## src/rtl/rrbc_pkg.sv

```systemverilog
// ----------------------------------------------------------------------------
// rrbc_pkg: shared definitions for the RR-interval beat classifier
// Class codes, register indexes, reset limits and the limit bundle type.
// ----------------------------------------------------------------------------
package rrbc_pkg;

  localparam int POSITION_BITS_DEF = 32;
  localparam int POS_IN_BITS       = 32;
  localparam int LIMIT_BITS        = 16;
  localparam int CFG_IDX_BITS      = 2;
  localparam int CLASS_BITS        = 2;
  localparam int OUT_TDATA_BITS    = 8;

  // Beat class codes.
  localparam logic [CLASS_BITS-1:0] CLASS_INSUFFICIENT = 2'd0;
  localparam logic [CLASS_BITS-1:0] CLASS_NORMAL       = 2'd1;
  localparam logic [CLASS_BITS-1:0] CLASS_ATRIAL       = 2'd2;
  localparam logic [CLASS_BITS-1:0] CLASS_VENTRICULAR  = 2'd3;

  // Configuration register indexes.
  localparam logic [CFG_IDX_BITS-1:0] REG_DIFF_LIMIT  = 2'd0;
  localparam logic [CFG_IDX_BITS-1:0] REG_LONG_LIMIT  = 2'd1;
  localparam logic [CFG_IDX_BITS-1:0] REG_SHORT_LIMIT = 2'd2;

  localparam logic [LIMIT_BITS-1:0] DIFF_LIMIT_RST  = 16'd40;
  localparam logic [LIMIT_BITS-1:0] LONG_LIMIT_RST  = 16'd150;
  localparam logic [LIMIT_BITS-1:0] SHORT_LIMIT_RST = 16'd120;

  typedef struct packed {
    logic [LIMIT_BITS-1:0] diff_limit;
    logic [LIMIT_BITS-1:0] long_limit;
    logic [LIMIT_BITS-1:0] short_limit;
  } rrbc_limits_t;

endpackage

```

## src/rtl/rrbc_history.sv

```systemverilog
// ----------------------------------------------------------------------------
// rrbc_history: four-deep QRS position history
// Masks each accepted position, optionally clears, then shifts it in.
// ----------------------------------------------------------------------------
module rrbc_history #(
  parameter int POS_BITS = rrbc_pkg::POSITION_BITS_DEF
) (
  input  logic                              clk,
  input  logic                              rst_n,
  input  logic                              load,
  input  logic                              clear_history,
  input  logic [rrbc_pkg::POS_IN_BITS-1:0]  position,
  output logic [3:0][POS_BITS-1:0]          hist
);
  import rrbc_pkg::*;

  logic [3:0][POS_BITS-1:0] hist_r;
  logic [3:0][POS_BITS-1:0] hist_nxt;
  logic [63:0]              pos_wide;
  logic [POS_BITS-1:0]      pos_masked;

  assign pos_wide   = {{(64-POS_IN_BITS){1'b0}}, position};
  assign pos_masked = pos_wide[POS_BITS-1:0];

  // Entry 0 is the oldest position, entry 3 the newest.
  always_comb begin
    hist_nxt = hist_r;
    if (load) begin
      if (clear_history) begin
        hist_nxt[0] = '0;
        hist_nxt[1] = '0;
        hist_nxt[2] = '0;
      end else begin
        hist_nxt[0] = hist_r[1];
        hist_nxt[1] = hist_r[2];
        hist_nxt[2] = hist_r[3];
      end
      hist_nxt[3] = pos_masked;
    end
  end

  always_ff @(posedge clk) begin
    if (!rst_n) begin
      hist_r <= '0;
    end else begin
      hist_r <= hist_nxt;
    end
  end

  assign hist = hist_r;

endmodule

```

## src/rtl/rrbc_classify.sv

```systemverilog
// ----------------------------------------------------------------------------
// rrbc_classify: RR-interval rule evaluation
// Forms three signed intervals and applies the exact integer beat rules.
// ----------------------------------------------------------------------------
module rrbc_classify #(
  parameter int POS_BITS = rrbc_pkg::POSITION_BITS_DEF
) (
  input  logic [3:0][POS_BITS-1:0]         hist,
  input  rrbc_pkg::rrbc_limits_t           limits,
  output logic [rrbc_pkg::CLASS_BITS-1:0]  beat_class
);
  import rrbc_pkg::*;

  // Intervals are POS_BITS signed; the largest weighted sum needs five more
  // bits, so eight extra bits leave headroom.
  localparam int EW = POS_BITS + 8;

  localparam logic signed [EW-1:0] K2  = EW'(2);
  localparam logic signed [EW-1:0] K3  = EW'(3);
  localparam logic signed [EW-1:0] K5  = EW'(5);
  localparam logic signed [EW-1:0] K9  = EW'(9);
  localparam logic signed [EW-1:0] K19 = EW'(19);
  localparam logic signed [EW-1:0] K20 = EW'(20);
  localparam logic signed [EW-1:0] K22 = EW'(22);
  localparam logic signed [EW-1:0] K25 = EW'(25);

  logic [POS_BITS-1:0]    d1, d2, d3;
  logic signed [EW-1:0]   rr1, rr2, rr3;
  logic signed [EW-1:0]   diff21, diff23, mag21, mag23;
  logic signed [EW-1:0]   lim_diff, lim_long, lim_short;
  logic                   missing;
  logic                   c1, c2, c4, c5, c6;

  // Differences wrap modulo 2^POS_BITS and are read as two's complement.
  assign d1  = hist[1] - hist[0];
  assign d2  = hist[2] - hist[1];
  assign d3  = hist[3] - hist[2];
  assign rr1 = EW'($signed(d1));
  assign rr2 = EW'($signed(d2));
  assign rr3 = EW'($signed(d3));

  assign lim_diff  = $signed({{(EW-LIMIT_BITS){1'b0}}, limits.diff_limit});
  assign lim_long  = $signed({{(EW-LIMIT_BITS){1'b0}}, limits.long_limit});
  assign lim_short = $signed({{(EW-LIMIT_BITS){1'b0}}, limits.short_limit});

  assign diff21 = rr2 - rr1;
  assign diff23 = rr2 - rr3;
  assign mag21  = diff21[EW-1] ? -diff21 : diff21;
  assign mag23  = diff23[EW-1] ? -diff23 : diff23;

  assign missing = (hist[0] == '0) || (hist[1] == '0) ||
                   (hist[2] == '0) || (hist[3] == '0);

  // A negative interval is always below an unsigned limit, which the signed
  // compare against the zero-extended limit gives for free.
  assign c1 = (K25 * rr2 <= K22 * rr1) && (K20 * rr3 >= K19 * rr1);
  assign c2 = (rr2 + rr3) < (K2 * rr1);
  assign c4 = (mag21 < lim_diff) && (rr1 < lim_long) && (rr2 < lim_long) &&
              (K5 * rr3 > K3 * (rr1 + rr2));
  assign c5 = (mag23 < lim_diff) && (rr3 < lim_long) && (rr2 < lim_long) &&
              (K5 * rr1 > K3 * (rr3 + rr2));
  assign c6 = (rr2 < lim_short) &&
              ((K9 * rr2 < K5 * rr1) || (K9 * rr2 < K5 * rr3));

  always_comb begin
    priority if (missing) begin
      beat_class = CLASS_INSUFFICIENT;
    end else if (c4 || c5 || c6) begin
      beat_class = CLASS_VENTRICULAR;
    end else if (c1 && c2) begin
      beat_class = CLASS_ATRIAL;
    end else if (c1) begin
      beat_class = CLASS_VENTRICULAR;
    end else begin
      beat_class = CLASS_NORMAL;
    end
  end

endmodule

```

## src/rtl/rr_interval_beat_classifier.sv

```systemverilog
// ----------------------------------------------------------------------------
// rr_interval_beat_classifier: RR-interval arrhythmia beat classifier
// Keeps the last four QRS positions and classifies the middle beat of the
// three intervals they span as normal, atrial or ventricular premature.
// ----------------------------------------------------------------------------
//
//  Channel | Direction | Handshake          | Payload
//  --------+-----------+--------------------+-----------------------------------
//  in_     | slave     | in_tvalid/tready   | tdata: position, tuser: clear flag
//  out_    | master    | out_tvalid/tready  | tdata: beat_class (zero padded)
//  cfg_    | slave     | cfg_valid/ready    | cfg_index, cfg_data (16-bit limit)
//
// Timing: one transaction is accepted per cycle while in_tready is high; its
// position is registered in the history stage, its class in the output register.
// The history register stage feeds the rule logic, which feeds the output
// register.
// Reset: rst_n is synchronous and active low. It clears the history to zero,
// empties both stages and restores the limits to 40, 150 and 120 samples.
// Both ready outputs stay low while reset is held.
// Stalls: while the output holds an untaken result, the history stage may
// still take one more transaction; after that in_tready drops until the
// output is taken. Configuration writes are accepted whenever reset is off.
//
module rr_interval_beat_classifier #(
  parameter int POSITION_BITS = rrbc_pkg::POSITION_BITS_DEF
) (
  input  logic                                 clk,
  input  logic                                 rst_n,
  // Input stream.
  input  logic                                 in_tvalid,
  output logic                                 in_tready,
  input  logic [rrbc_pkg::POS_IN_BITS-1:0]     in_tdata,   // [31:0] position
  input  logic                                 in_tuser,   // [0] clear_history
  // Result stream.
  output logic                                 out_tvalid,
  input  logic                                 out_tready,
  output logic [rrbc_pkg::OUT_TDATA_BITS-1:0]  out_tdata,  // [1:0] beat_class
  // Configuration write channel.
  input  logic                                 cfg_valid,
  output logic                                 cfg_ready,
  input  logic [rrbc_pkg::CFG_IDX_BITS-1:0]    cfg_index,
  input  logic [rrbc_pkg::LIMIT_BITS-1:0]      cfg_data
);
  import rrbc_pkg::*;

  logic [3:0][POSITION_BITS-1:0] hist;
  rrbc_limits_t                  limits_r;
  logic                          s1_valid_r, s1_valid_nxt;
  logic                          out_valid_r, out_valid_nxt;
  logic [CLASS_BITS-1:0]         out_class_r;
  logic [CLASS_BITS-1:0]         class_comb;
  logic                          in_accept;
  logic                          s2_load;

  // The output register takes the classified beat of stage one when it is empty or
  // its current result is being taken in the same cycle.
  assign s2_load   = s1_valid_r && (!out_valid_r || out_tready);
  // The history stage frees up when its transaction moves to the output.
  // Nothing is taken while reset is held, since the history ignores it.
  assign in_tready = rst_n && (!s1_valid_r || s2_load);
  assign in_accept = in_tvalid && in_tready;

  // The history only changes on an accepted transaction, so the rule logic
  // always sees the window that belongs to the transaction in stage one.
  rrbc_history #(
    .POS_BITS (POSITION_BITS)
  ) u_history (
    .clk           (clk),
    .rst_n         (rst_n),
    .load          (in_accept),
    .clear_history (in_tuser),
    .position      (in_tdata),
    .hist          (hist)
  );

  rrbc_classify #(
    .POS_BITS (POSITION_BITS)
  ) u_classify (
    .hist       (hist),
    .limits     (limits_r),
    .beat_class (class_comb)
  );

  always_comb begin
    s1_valid_nxt = s1_valid_r;
    if (in_accept) begin
      s1_valid_nxt = 1'b1;
    end else if (s2_load) begin
      s1_valid_nxt = 1'b0;
    end
  end

  always_comb begin
    out_valid_nxt = out_valid_r;
    if (s2_load) begin
      out_valid_nxt = 1'b1;
    end else if (out_tready) begin
      out_valid_nxt = 1'b0;
    end
  end

  always_ff @(posedge clk) begin
    if (!rst_n) begin
      s1_valid_r  <= 1'b0;
      out_valid_r <= 1'b0;
    end else begin
      s1_valid_r  <= s1_valid_nxt;
      out_valid_r <= out_valid_nxt;
    end
  end

  always_ff @(posedge clk) begin
    if (s2_load) begin
      out_class_r <= class_comb;
    end
  end

  // Limit registers; an index with no register behind it is dropped.
  assign cfg_ready = rst_n;

  always_ff @(posedge clk) begin
    if (!rst_n) begin
      limits_r.diff_limit  <= DIFF_LIMIT_RST;
      limits_r.long_limit  <= LONG_LIMIT_RST;
      limits_r.short_limit <= SHORT_LIMIT_RST;
    end else if (cfg_valid && cfg_ready) begin
      unique case (cfg_index)
        REG_DIFF_LIMIT:  limits_r.diff_limit  <= cfg_data;
        REG_LONG_LIMIT:  limits_r.long_limit  <= cfg_data;
        REG_SHORT_LIMIT: limits_r.short_limit <= cfg_data;
        default: begin
        end
      endcase
    end
  end

  assign out_tvalid = out_valid_r;
  assign out_tdata  = {{(OUT_TDATA_BITS-CLASS_BITS){1'b0}}, out_class_r};

endmodule

```

## config.mk

```make
export PLATFORM = sky130hd
export DESIGN_NAME = rr_interval_beat_classifier
export DESIGN_NICKNAME = d
export VERILOG_FILES = /design/src/rtl/rrbc_pkg.sv /design/src/rtl/rrbc_history.sv /design/src/rtl/rrbc_classify.sv /design/src/rtl/rr_interval_beat_classifier.sv
export SDC_FILE = /design/constraint.sdc
export NUM_CORES = 2
export LEC_CHECK = 0
export BUFFER_PORTS_ARGS = -buffer_cell sky130_fd_sc_hd__buf_2
export CAP_MARGIN = 20
export CORE_UTILIZATION = 67
export CTS_CLUSTER_SIZE = 14
export DETAILED_ROUTE_END_ITERATION = 16
export GPL_TIMING_DRIVEN = 0
export MAX_ROUTING_LAYER = met4
export PLACE_DENSITY_LB_ADDON = 0.05
export SLEW_MARGIN = 40
export SYNTH_ARGS = -nofsm -noshare
export SYNTH_HDL_FRONTEND = slang
export SYNTH_SLANG_ARGS = --single-unit
```

## constraint.sdc

```tcl
create_clock -name clk -period 14.7 [get_ports clk]
set_clock_uncertainty 0.2 [all_clocks]
set_input_delay 1.47 -clock clk [delete_from_list [all_inputs] [get_ports clk]]
set_output_delay 1.47 -clock clk [all_outputs]
set_load 0.05 [all_outputs]
```

==> impl_metrics.toml <==
[timing]
grt_setup_unrepaired = "false"
slew_viol_final = 0
fmax_mhz = 70.8
maxSlewHeadroom_pct = 34.0
fin_crit_ps = 14130
setup_slack_ps = 569
timing_hold_violations_final = 0
period_share_pct = 96.1
final.setup.tns_ps = 0
worstMarginPinSlew_ps = 983
finalSetupViolCount = 0

[detailed_routing]
highest_layer = "met4"
ant_nets = 0
routed_wl_um = 137000
met3_wirelength_um = 9870
dr.pass1.iters = 6
drtIter0Drc = 3525
dr_wl_met2_um = 61100
via_per_inst = 6.21
wl_met1_um = 59000
routed-via-count = 41700
routedWlPerCell_um = 20.5
drc = 0

[floorplanning]
num_rows = 94
die_width_um = 260
initial_core_util_pct = 67.7
io_pins = 67
die_h_um = 260
coreArea_um2 = 65700
dieArea_um2 = 67400

[synthesis]
ys_top_cells_by_area = "ha_1, dfxtp_1, inv_1"
synth_top_area_share_pct = 31.2
yosysSeqAreaShare_pct = 8.14
yosys_warnings = 0
synth_flop_cell = "dfxtp_1"
synth_cells = 5715
ys_seq_elements = 180
yosys.area.top_type = "ha_1"
synth_most_common_cell = "ha_1"
synth_common_cells = "ha_1, inv_1, nand2_1"
avgSynthCellArea_um2 = 7.78
synth_edf_count = 2
async_flop_share_pct = 0
synth_cell_type_count = 113
synthesis.area_um2 = 44500

[pwr]
p_clk_share_pct = 4.7
seq_power_share_pct = 5.3
p_switching_mw = 5.49
p_int_mw = 4.18
powerDensity_nw_per_um2 = 205
leakage_nw = 23.5
switching_share_pct = 56.8
peakVddDrop_mv = 0.209
fin_total_pwr_mw = 9.67
p_comb_share_pct = 89.9

[placement]
numPortBuffers = 59
dp_hpwl_um = 117000
placed_cells = 6669
gp_congestion = 1.05
place_ws_ps = 560

[critical_path]
start_kind = "flop"
worstSetupEndpointType = "flop"
cp_slowest_stage_delay_ps = 770
crit_path_max_fanout = 8
slowest_stage = "or4b_2"
criticalPathCategory = "reg -> reg"
cpMostUsedCell = "ha_1"
critPathRequiredTime_ps = 14770
critPathArrivalTime_ps = 14200

[job]
max_cap_viol_count = 0

[clocking]
cts_tree = "done"
cts.path.max_buffers = 2
cts_resized = 0
cts-root-buf = "clkbuf_16"
clk_pin_slew_ps = 70
cts.htree.levels = 4
post_cts.repair.setup_buffers = 0
cts_hold_buf = 0
clkSinkCount = 180
cts_made_buffers = 17
insertion_delay_ps = 450

[final_layout]
regArea_um2 = 3620
areaGrowthSynthToFinish_pct = 6.24
nNetsFinal = 7091
final_util_pct = 71.9
layout-drive-gt1-share_pct = 4.97
fillers = 5459
multi_input_area_um2 = 38300
final_cells = 6702

[grt]
grt_pass1_wl_um = 211000
gr-total-overflow = 0
grt_pass1_vias = 38000
antenna_found_initial = 1
grt_max_degree = 17
gr-usage-all-layers_pct = 40.9

[hold_path]
min_path_type = "reg -> reg"

[status]
status = "finished clean"
-- state kept, by name, indices dropped and copies added (netlist names) --
register and cells:
u_history.hist 128, s1_valid_r 1, limits_r 48, out_class_r 2, out_tvalid 1
-- critical path: cells and delay by family (launching register included) --
kind	cells	cell delay, ps
compound gates	17	4480
xor+xnor	3	800
fa+ha+maj	6	2190
buf+inv	3	590
flops	1	600
mux	1	290
simple gates	18	4750
-- power by group through the flow --
stage | registers (mW) | clock network, mW | logic, mW
after floorplan | 0.520 | 0 | 6.15
after global placement | 0.525 | 0 | 8.23
after detailed placement | 0.526 | 0 | 8.45
after CTS | 0.514 | 0.456 | 8.53
after global routing | 0.516 | 0.481 | 9.60
final | 0.516 | 0.457 | 8.70
-- routing by layer --
metal / track usage [%] / vias up
met5: - / -
met4: 19.0 / 0
met3: 5.35 / 279
met2: 65.3 / 1536
met1: 51.0 / 19300
li1: - / 20600
-- cell type report --
cell class / count / share of cell area (%)
tap: 864 / 2.29
clock inverter: 11 / 0.212
clock buffer: 21 / 0.995
multi-input combinational: 4710 / 81.1
timing repair buffer: 85 / 1.05
buffer: 108 / 0.932
inverter: 722 / 5.73
antenna: 1 / 0.00529
sequential: 180 / 7.67
-- logic make-up after synthesis --
kind of cell | share of synthesized area (%)
AO/OA/AOI/OAI | 22.3
XOR/XNOR | 9.12
adder cells (fa/ha/maj) | 35.8
buffers and inverters | 7.08
flip-flops | 8.14
multiplexers | 0.321
other | 0.00843
AND/OR/NAND/NOR | 17.3
-- path summary, 6_finish.rpt --
| check | end | slack, ps | startpoint | cells after the start |
|---|---|---|---|---|
| setup / recovery | out_class_r[0] | 570 | u_history.hist[33] | 48 |
| hold / removal | limits_r[38] | 270 | limits_r[38] | 2 |
| hold reg to reg | limits_r[38] | 270 | limits_r[38] | 2 |
| setup reg to reg | out_class_r[0] | 570 | u_history.hist[33] | 48 |
-- cells in the final DEF (no fill, tap or decap), types with 50 or more instances in the layout --
cell type	count
buf_2	65
o21ai_0	258
nand3_1	133
a22o_1	70
nor4_1	50
clkbuf_1	90
inv_1	717
ha_1	1111
o21bai_1	54
nand4_1	78
a21boi_0	102
nand2_1	419
nor3_1	120
dfxtp_1	178
a21oi_1	410
o21a_1	64
xor2_1	131
a21o_1	160
nor2_1	303
nor2b_1	86
fa_1	99
nand2b_1	104
xnor2_1	268
-- metrics by stage --
| stage | cell area [um2] | hold slack (ps) |
|---|---|---|
| 5_1_grt | 47300 | 287 |
| 6_report | 47300 | 266 |
| 3_5_place_dp | 46600 | 257 |
| 2_1_floorplan | 44500 | 241 |
| 3_3_place_gp | 45900 | 251 |
| 4_1_cts | 47200 | 267 |
Note: power is estimated with default switching activity, not from simulation.
